==> src/rtl/mmdds_pkg.sv <==
// Shared types, constants and sine table for the multitone DDS.
`timescale 1ns / 1ps
`default_nettype none

package mmdds_pkg;

  localparam int MODE_W        = 2;
  localparam int CSEL_W        = 3;
  localparam int TSEL_W        = 2;
  localparam int FREQ_W        = 16;
  localparam int AMP_W         = 14;
  localparam int CFG_IDX_W     = 2;
  localparam int CFG_DATA_W    = 14;
  localparam int MASK_W        = 5;
  localparam int OUT_CHANNELS  = 5;
  localparam int OUT_W         = 16;
  localparam int PHASE_W       = 32;
  localparam int MAG_W         = 15;
  localparam int PROD_W        = AMP_W + MAG_W;
  localparam int QUOT_W        = 15;
  localparam int SUM_W         = 18;

  localparam int TONE_SPACING  = 20;
  localparam int DIV_CONST     = 32767;
  localparam int SAT_MAX       = 32767;
  localparam int SAT_MIN       = -32768;

  localparam logic [MODE_W-1:0] MODE_TICK    = 2'd0;
  localparam logic [MODE_W-1:0] MODE_FREQ    = 2'd1;
  localparam logic [MODE_W-1:0] MODE_RESTART = 2'd2;

  localparam logic [CFG_IDX_W-1:0] REG_GEN_ENABLE     = 2'd0;
  localparam logic [CFG_IDX_W-1:0] REG_CHANNEL_MASK   = 2'd1;
  localparam logic [CFG_IDX_W-1:0] REG_TONE_AMPLITUDE = 2'd2;

  localparam logic [MASK_W-1:0] MASK_RESET = 5'd1;
  localparam logic [AMP_W-1:0]  AMP_RESET  = 14'd3000;

  localparam int BASE_FREQ [OUT_CHANNELS] = '{980, 940, 980, 1020, 1060};

  localparam logic [MAG_W-1:0] QUARTER_SINE [64] = '{
    15'd0,     15'd804,   15'd1608,  15'd2410,  15'd3212,  15'd4011,  15'd4808,  15'd5602,
    15'd6393,  15'd7179,  15'd7962,  15'd8739,  15'd9512,  15'd10278, 15'd11039, 15'd11793,
    15'd12539, 15'd13279, 15'd14010, 15'd14732, 15'd15446, 15'd16151, 15'd16846, 15'd17530,
    15'd18204, 15'd18868, 15'd19519, 15'd20159, 15'd20787, 15'd21403, 15'd22005, 15'd22594,
    15'd23170, 15'd23731, 15'd24279, 15'd24811, 15'd25329, 15'd25831, 15'd26318, 15'd26789,
    15'd27244, 15'd27683, 15'd28105, 15'd28510, 15'd28898, 15'd29269, 15'd29622, 15'd29957,
    15'd30274, 15'd30572, 15'd30852, 15'd31113, 15'd31356, 15'd31579, 15'd31783, 15'd31968,
    15'd32133, 15'd32279, 15'd32405, 15'd32512, 15'd32598, 15'd32665, 15'd32713, 15'd32740
  };

  // Magnitude of the sine for a phase; the sign is the top phase bit.
  function automatic logic [MAG_W-1:0] sine_mag(input logic [PHASE_W-1:0] ph);
    logic [5:0] k;
    k = ph[29:24];
    if (ph[30]) begin
      k = ~k;
    end
    return QUARTER_SINE[k];
  endfunction

endpackage

`default_nettype wire

==> src/rtl/mmdds_div.sv <==
// Reciprocal-multiply unit that turns a frequency into a 32-bit phase step.
`timescale 1ns / 1ps
`default_nettype none

module mmdds_div #(
  parameter int DIVISOR = 10000
) (
  input  wire logic                        clk,
  input  wire logic                        rst,
  input  wire logic                        start,
  input  wire logic [mmdds_pkg::FREQ_W-1:0] hz,
  output logic                             done,
  output logic [mmdds_pkg::PHASE_W-1:0]    quot
);
  import mmdds_pkg::*;

  localparam int DIGIT_W = FREQ_W;
  localparam int RECIP_W = 4 * DIGIT_W;
  localparam int STEPS   = RECIP_W / DIGIT_W;
  localparam int CNT_W   = $clog2(STEPS);
  localparam int DW      = $clog2(DIVISOR);
  localparam int SHIFT   = FREQ_W + DW;
  localparam int ACC_W   = FREQ_W + RECIP_W;
  localparam logic [127:0] RECIP_FULL =
    ((128'd1 << (FREQ_W + PHASE_W + DW)) + 128'(DIVISOR) - 128'd1) / 128'(DIVISOR);
  localparam logic [RECIP_W-1:0] RECIP = RECIP_FULL[RECIP_W-1:0];

  logic [ACC_W-1:0]     acc;
  logic [RECIP_W-1:0]   recip_sh;
  logic [FREQ_W-1:0]    hz_q;
  logic [CNT_W-1:0]     cnt;
  logic                 busy;
  logic [2*DIGIT_W-1:0] part;

  // Multiply by the scaled reciprocal one 16-bit digit at a time, top digit first.
  assign part = hz_q * recip_sh[RECIP_W-1 -: DIGIT_W];
  assign quot = acc[SHIFT +: PHASE_W];

  always_ff @(posedge clk) begin
    if (rst) begin
      busy <= 1'b0;
      done <= 1'b0;
      cnt  <= '0;
    end else begin
      done <= 1'b0;
      if (start) begin
        busy     <= 1'b1;
        cnt      <= '0;
        acc      <= '0;
        recip_sh <= RECIP;
        hz_q     <= hz;
      end else if (busy) begin
        acc      <= {acc[ACC_W-DIGIT_W-1:0], {DIGIT_W{1'b0}}} + ACC_W'(part);
        recip_sh <= recip_sh << DIGIT_W;
        cnt      <= cnt + 1'b1;
        if (cnt == CNT_W'(STEPS - 1)) begin
          busy <= 1'b0;
          done <= 1'b1;
        end
      end
    end
  end

endmodule

`default_nettype wire

==> src/rtl/multichannel_multitone_dds.sv <==
// Top level: five-output, multitone DDS with one shared tone datapath.
// Tick: each enabled channel passes S_ADV, S_MUL and S_ACC per tone, then S_SAT; a disabled
//   channel passes S_ADV only; S_DONE loads the output register, waiting while it is full, and
//   input is ready again after it. Restart and ignored transactions stay in S_IDLE.
// Frequency write: S_DIV waits for the 4-step reciprocal multiply.
// Reset: phases cleared, steps set to their default frequencies, registers to defaults,
//   output empty; ready in the first cycle after reset.
`timescale 1ns / 1ps
`default_nettype none

module multichannel_multitone_dds #(
  parameter int NUM_CHANNELS = 5,
  parameter int NUM_TONES    = 3,
  parameter int SAMPLE_RATE  = 10000
) (
  input  wire logic                             clk,
  input  wire logic                             rst,
  input  wire logic                             cfg_we,
  input  wire logic [mmdds_pkg::CFG_IDX_W-1:0]  cfg_index,
  input  wire logic [mmdds_pkg::CFG_DATA_W-1:0] cfg_data,
  input  wire logic                             in_valid,
  output logic                                  in_ready,
  input  wire logic [mmdds_pkg::MODE_W-1:0]     mode,
  input  wire logic [mmdds_pkg::CSEL_W-1:0]     channel_sel,
  input  wire logic [mmdds_pkg::TSEL_W-1:0]     tone_sel,
  input  wire logic [mmdds_pkg::FREQ_W-1:0]     freq_hz,
  output logic                                  out_valid,
  input  wire logic                             out_ready,
  output logic signed [mmdds_pkg::OUT_W-1:0]    chan0_out,
  output logic signed [mmdds_pkg::OUT_W-1:0]    chan1_out,
  output logic signed [mmdds_pkg::OUT_W-1:0]    chan2_out,
  output logic signed [mmdds_pkg::OUT_W-1:0]    chan3_out,
  output logic signed [mmdds_pkg::OUT_W-1:0]    chan4_out
);
  import mmdds_pkg::*;

  localparam int TW = (NUM_TONES > 1) ? $clog2(NUM_TONES) : 1;

  typedef enum logic [2:0] {
    S_IDLE, S_DIV, S_ADV, S_MUL, S_ACC, S_SAT, S_DONE
  } state_t;

  state_t state;

  logic                  gen_enable;
  logic [MASK_W-1:0]     channel_mask;
  logic [AMP_W-1:0]      tone_amplitude;

  logic [PHASE_W-1:0]    phase_acc  [NUM_CHANNELS][NUM_TONES];
  logic [PHASE_W-1:0]    phase_step [NUM_CHANNELS][NUM_TONES];

  logic [CSEL_W-1:0]     chan_idx;
  logic [TW-1:0]         tone_idx;
  logic [CSEL_W-1:0]     wchan;
  logic [TSEL_W-1:0]     wtone;
  logic [MAG_W-1:0]      mag;
  logic                  neg;
  logic [PROD_W-1:0]     prod;
  logic signed [SUM_W-1:0] sum;
  logic signed [OUT_W-1:0] res [OUT_CHANNELS];

  logic                  in_fire;
  logic                  freq_ok;
  logic                  div_start;
  logic                  div_done;
  logic [PHASE_W-1:0]    div_quot;
  logic                  clear_all;
  logic                  chan_act;
  logic                  acc_we;
  logic [PHASE_W-1:0]    phase_sel;
  logic [PHASE_W-1:0]    step_sel;
  logic [PHASE_W-1:0]    phase_new;
  logic [PROD_W-MAG_W-1:0] q0;
  logic [OUT_W-1:0]      rem_est;
  logic [QUOT_W-1:0]     quo;
  logic signed [SUM_W-1:0] tone_val;
  logic signed [SUM_W-1:0] sum_next;
  logic signed [OUT_W-1:0] sat_val;
  logic                  tone_last;
  logic                  chan_last;

  assign in_ready  = (state == S_IDLE);
  assign in_fire   = in_valid && in_ready;
  assign freq_ok   = (freq_hz != '0) && (int'(channel_sel) < NUM_CHANNELS)
                     && (int'(tone_sel) < NUM_TONES);
  assign div_start = in_fire && (mode == MODE_FREQ) && freq_ok;
  assign clear_all = in_fire && (mode == MODE_RESTART);
  assign chan_act  = (int'(chan_idx) < NUM_CHANNELS) && channel_mask[chan_idx];
  assign acc_we    = (state == S_ADV) && chan_act;
  assign tone_last = (tone_idx == TW'(NUM_TONES - 1));
  assign chan_last = (chan_idx == CSEL_W'(OUT_CHANNELS - 1));

  mmdds_div #(
    .DIVISOR (SAMPLE_RATE)
  ) u_div (
    .clk   (clk),
    .rst   (rst),
    .start (div_start),
    .hz    (freq_hz),
    .done  (div_done),
    .quot  (div_quot)
  );

  always_comb begin
    phase_sel = '0;
    step_sel  = '0;
    for (int c = 0; c < NUM_CHANNELS; c++) begin
      for (int t = 0; t < NUM_TONES; t++) begin
        if (chan_idx == CSEL_W'(c) && tone_idx == TW'(t)) begin
          phase_sel = phase_acc[c][t];
          step_sel  = phase_step[c][t];
        end
      end
    end
    phase_new = phase_sel + step_sel;
  end

  // Divide by 32767: estimate with a shift, correct once.
  always_comb begin
    q0       = prod[PROD_W-1:MAG_W];
    rem_est  = {1'b0, prod[MAG_W-1:0]} + OUT_W'(q0);
    quo      = QUOT_W'(q0) + QUOT_W'(rem_est >= OUT_W'(DIV_CONST));
    tone_val = neg ? -SUM_W'(quo) : SUM_W'(quo);
    sum_next = sum + tone_val;
    if (sum > SUM_W'(SAT_MAX)) begin
      sat_val = OUT_W'(SAT_MAX);
    end else if (sum < SUM_W'(SAT_MIN)) begin
      sat_val = OUT_W'(SAT_MIN);
    end else begin
      sat_val = sum[OUT_W-1:0];
    end
  end

  for (genvar c = 0; c < NUM_CHANNELS; c++) begin : g_chan
    for (genvar t = 0; t < NUM_TONES; t++) begin : g_tone
      localparam logic [PHASE_W-1:0] DEF_STEP = PHASE_W'(
        ((64'(BASE_FREQ[c]) + 64'(TONE_SPACING * t)) << PHASE_W) / 64'(SAMPLE_RATE));

      always_ff @(posedge clk) begin
        if (rst) begin
          phase_acc[c][t]  <= '0;
          phase_step[c][t] <= DEF_STEP;
        end else begin
          if (clear_all) begin
            phase_acc[c][t] <= '0;
          end else if (acc_we && chan_idx == CSEL_W'(c) && tone_idx == TW'(t)) begin
            phase_acc[c][t] <= phase_new;
          end
          if (div_done && wchan == CSEL_W'(c) && int'(wtone) == t) begin
            phase_step[c][t] <= div_quot;
          end
        end
      end
    end
  end

  always_ff @(posedge clk) begin
    if (rst) begin
      state          <= S_IDLE;
      gen_enable     <= 1'b0;
      channel_mask   <= MASK_RESET;
      tone_amplitude <= AMP_RESET;
      out_valid      <= 1'b0;
      chan_idx       <= '0;
      tone_idx       <= '0;
      sum            <= '0;
    end else begin
      if (cfg_we) begin
        case (cfg_index)
          REG_GEN_ENABLE:     gen_enable     <= cfg_data[0];
          REG_CHANNEL_MASK:   channel_mask   <= cfg_data[MASK_W-1:0];
          REG_TONE_AMPLITUDE: tone_amplitude <= cfg_data[AMP_W-1:0];
          default: ;
        endcase
      end
      if (state == S_DONE && (!out_valid || out_ready)) begin
        out_valid <= 1'b1;
      end else if (out_ready) begin
        out_valid <= 1'b0;
      end
      case (state)
        S_IDLE: begin
          if (in_fire) begin
            if (div_start) begin
              wchan <= channel_sel;
              wtone <= tone_sel;
              state <= S_DIV;
            end else if (mode == MODE_TICK && gen_enable) begin
              chan_idx <= '0;
              tone_idx <= '0;
              sum      <= '0;
              state    <= S_ADV;
            end
          end
        end
        S_DIV: begin
          if (div_done) begin
            state <= S_IDLE;
          end
        end
        S_ADV: begin
          if (chan_act) begin
            mag   <= sine_mag(phase_new);
            neg   <= phase_new[PHASE_W-1];
            state <= S_MUL;
          end else begin
            res[chan_idx] <= '0;
            chan_idx      <= chan_idx + 1'b1;
            if (chan_last) begin
              state <= S_DONE;
            end
          end
        end
        S_MUL: begin
          prod  <= PROD_W'(tone_amplitude) * PROD_W'(mag);
          state <= S_ACC;
        end
        S_ACC: begin
          sum <= sum_next;
          if (tone_last) begin
            state <= S_SAT;
          end else begin
            tone_idx <= tone_idx + 1'b1;
            state    <= S_ADV;
          end
        end
        S_SAT: begin
          res[chan_idx] <= sat_val;
          sum           <= '0;
          tone_idx      <= '0;
          chan_idx      <= chan_idx + 1'b1;
          state         <= chan_last ? S_DONE : S_ADV;
        end
        S_DONE: begin
          if (!out_valid || out_ready) begin
            chan0_out <= res[0];
            chan1_out <= res[1];
            chan2_out <= res[2];
            chan3_out <= res[3];
            chan4_out <= res[4];
            state     <= S_IDLE;
          end
        end
        default: state <= S_IDLE;
      endcase
    end
  end

endmodule

`default_nettype wire

==> config.mk <==
export PLATFORM = sky130hd
export DESIGN_NAME = multichannel_multitone_dds
export DESIGN_NICKNAME = d
export VERILOG_FILES = /design/src/rtl/mmdds_pkg.sv /design/src/rtl/mmdds_div.sv /design/src/rtl/multichannel_multitone_dds.sv
export SDC_FILE = /design/constraint.sdc
export NUM_CORES = 2
export LEC_CHECK = 0
export BUFFER_PORTS_ARGS = -buffer_cell sky130_fd_sc_hd__buf_2
export CAP_MARGIN = 10
export CORE_ASPECT_RATIO = 1.75
export CORE_UTILIZATION = 60
export DETAILED_ROUTE_END_ITERATION = 7
export GPL_ROUTABILITY_DRIVEN = 1
export PLACE_DENSITY = 0.77
export RECOVER_POWER = 25
export SYNTH_ARGS = -nofsm -noshare
export SYNTH_HDL_FRONTEND = slang
export SYNTH_SLANG_ARGS = --single-unit
==> constraint.sdc <==
create_clock -name clk -period 9 [get_ports clk]
set_clock_uncertainty 0.2 [all_clocks]
set_input_delay 0.9 -clock clk [delete_from_list [all_inputs] [get_ports clk]]
set_output_delay 0.9 -clock clk [all_outputs]
set_load 0.005 [all_outputs]
==> summary.md <==
| Metric | Value |
|---|---|
| Final slew viol count | around 430 |
| Fmax | about 0.12 GHz |
| Setup Crit Path Kind | flop to flop |
| Number of global-route vias before repair | around 57000 |
| Register area share after synthesis | between 50% and 60% |
| Max clock buf depth | 3 |
| Reg-to-reg startpoint | chan_idx[0]$_SDFFE_PP0P_ |
| Core area | roughly 130000 µm² |
| Worst reg2reg path endpoint | mag[4]$_DFFE_PP_ |
| Detailed-route wire length per cell | 25.1 µm |
| IO Port Bufs | roughly 130 |
| Mean Syn Cell Area | roughly 11 µm² |
| RSZ-0062 raised after global routing | false |
| Area fraction of the dominant cell type after synthesis | around 50% |
| Worst setup SP type | flop |
| Most frequent cells after synthesis | 1260 x edfxtp_1, 892 x nor2_1, 529 x a21oi_1 |
| Worst-margin pin slew | between 4000 and 5000 ps |
| Async S/R FF share, synth | 0% |
| Antenna violations before repair | 6 |
| H-Tree Depth | 3 |
| Via-per-instance ratio | roughly 6.4 |
| Power density cells | roughly 260 nW/µm² |
| All-Layer GR Usage | about a third |
| Class of the worst hold path | primary input to flop |
| Most frequent CP cell | a21oi_1 |
| Area grow syn2layout | 7.91% |
| Vias | between 50000 and 60000 |
| Fin crit period | 8540 ps |
| Num CTS Buffers | around 110 |
| Antenna Nets Post-Route | 0 |
| Die area | about 130000 µm² |
| DP HPWL | between 150 and 200 mm |
| Grt ovf | 0 |
| IO Pins | 126 |
| Share of layout cells above drive strength 1 | under 10% |
| Slowest stage cell, crit path | a211oi_2 |
| Worst EP required | around 9300 ps |
| Total wire length | approximately 220 mm |
| WHS Endpoint | u_div.hz_q[14]$_DFFE_PP_ |
| CTS Root Cell | clkbuf_16 |
| Ys Warns | 0 |
| Status | finished, violations left |
| Reg2Reg Depth | 30 |
| Synthesized net count | ~7700 |
| Top cells by area, synth | edfxtp_1 50%, fa_1 9.3%, ha_1 5.2% |
| FF-to-FF setup slack | between 400 and 500 ps |
| Chip Width | 270 µm |
| # rows | about 170 |
| Fin nets | between 7000 and 8000 |
| #FFs+latches synth | 1311 |
| Worst Min Path Start | freq_hz[14] |
| Crit path DAT | a little under 9000 ps |
| Drt initial violations | around 5500 |
| Die Ht | 472 µm |
| Smallest hold slack | roughly 150 ps |
| Initial Util | 60.4% |
| Hold buffers post-CTS | 0 |
| Violated checks | max-capacitance violations, max-slew violations |
| Final period util | between 90% and 100% |
| TNS Setup | 0 ps |
| Pin count of the biggest net entering global routing | a little over 80 |
| Post-synth cell types | 87 |
| Final setup viols | 0 |
| Post-synth EDFFs | between 1000 and 1500 |
| Worst skew pair latency | slightly below 800 ps |
| Clock slew at reported path FFs | 70 ps |
| Leak | about 31 nW |
| Worst vdd ir | about 0.57 mV |
| Max-cap violations | 11 |
| Drt pass-1 iters | 8 |
| CTS sink cnt | around 1300 |
| Netlist Area Pre-Place | between 70000 and 80000 µm² |
| Hold depth | 1 |
| Worst path max stage delay | 700 ps |
| Routability congestion estimate | between 0.9 and 1 |
| CP Max Fanout | 30 |
| Cell taking the most area after synthesis | edfxtp_1 |
| Headroom to the max-slew limit | -182% |
| Global-route wire length before repair | 328 mm |
| CTS tree | yes |
| Top-count cell post-synth | edfxtp_1 |
| Final Hold Violating Endpoints | 0 |
| Crit end category | flop |
| Primary FF master, synth | edfxtp_1 |
| Mapped Cells | approximately 6900 |
| Drt drc | 0 |
-- timing repair --
item	CTS	global route
setup buffers	0	3
endpoints found under the setup margin	0	12
resized for setup	0	2
-- flip-flops by register name, summed over array words and instances (netlist names), 15 cells and up --
signal and flops:
chan4_out 16, phase_step 480, mag 15, res 80, u_div.acc 62, chan3_out 16
chan0_out 16, sum 18, u_div.hz_q 16, phase_acc 480, prod 29, chan1_out 16
chan2_out 16
-- how the worst max path moves through the flow --
stage / slack, ps / startpoint / to / cells past startpoint
6_report: 460 / chan_idx[0]$_SDFFE_PP0P_ / mag[4]$_DFFE_PP_ / 30
5_1_grt: 30 / chan_idx[0]$_SDFFE_PP0P_ / mag[9]$_DFFE_PP_ / 32
2_1_floorplan: 850 / rst / chan0_out[0]$_DFFE_PP_ / 4
3_3_place_gp: 310 / chan_idx[1]$_SDFFE_PP0P_ / mag[9]$_DFFE_PP_ / 31
4_1_cts: 120 / chan_idx[1]$_SDFFE_PP0P_ / mag[9]$_DFFE_PP_ / 30
3_5_place_dp: 180 / chan_idx[1]$_SDFFE_PP0P_ / mag[9]$_DFFE_PP_ / 30
-- per-stage QoR --
stage	std cells	setup slack, ps	total power [mW]	utilization, %	cell area, µm²
floorplan	6949	847	13.8	-	75600
global route	8635	29.8	22.5	65.2	81600
global placement	8415	308	16.3	62.4	78200
CTS	8628	116	21.3	65.3	81800
finish	8636	457	21.4	65.2	81600
detailed placement	8415	182	16.5	62.4	78200
-- where the power goes --
group | internal (mW) | total [mW] | switching (mW)
Clock | 2.54 | 4.86 | 2.32
Combinational | 3.53 | 9.09 | 5.56
Sequential | 7.25 | 7.43 | 0.181
Total | 13.3 | 21.4 | 8.07
-- cells by family after synthesis --
kind of cell,after synthesis,share of synthesized area (%)
flip-flops,1311,51.4
buffers and inverters,1006,5.03
XOR/XNOR,156,1.86
adder cells (fa/ha/maj),662,14.4
AND/OR/NAND/NOR,2357,14.9
multiplexers,19,0.270
AO/OA/AOI/OAI,1438,12.1
-- layer usage --
metal / GRT usage (%) / up-vias / routed length [µm]
met5: 0 / - / 40
met4: 25.0 / 6 / 17700
met3: 4.73 / 940 / 15700
met2: 61.9 / 2903 / 114000
met1: 35.3 / 27100 / 70000
li1: - / 24300 / -
-- layout by cell type, fill, tap and decap left out, types with 224 or more instances in the layout --
cell | synthesis | final
inv_1 | 496 | 496
nand2_1 | 464 | 452
and2_1 | 399 | 349
fa_1 | 350 | 350
a21oi_1 | 529 | 529
o21ai_0 | 282 | 279
ha_1 | 312 | 312
nor2_1 | 892 | 883
edfxtp_1 | 1260 | 1260
or3_1 | 225 | 224
-- final cells by class --
type	instances	area (µm²)
Fill cell	9565	43600
Sequential cell	1311	38900
Multi-Input combinational cell	4632	33200
Clock buffer	140	2970
Tap cell	1653	2070
Timing Repair Buffer	327	2050
Inverter	498	1870
Clock inverter	73	617
Antenna cell	2	5.00
-- worst max-delay path: cells and delay by family, from the launching register on --
| family | cells | cell delay [ps] |
|---|---|---|
| multiplexers | 1 | 230 |
| buffers and inverters | 3 | 840 |
| AO/OA/AOI/OAI | 17 | 3950 |
| AND/OR/NAND/NOR | 5 | 1010 |
| adder cells (fa/ha/maj) | 3 | 1320 |
| flip-flops | 1 | 520 |
| XOR/XNOR | 1 | 190 |
No activity file was read; power rests on OpenSTA's default activity.
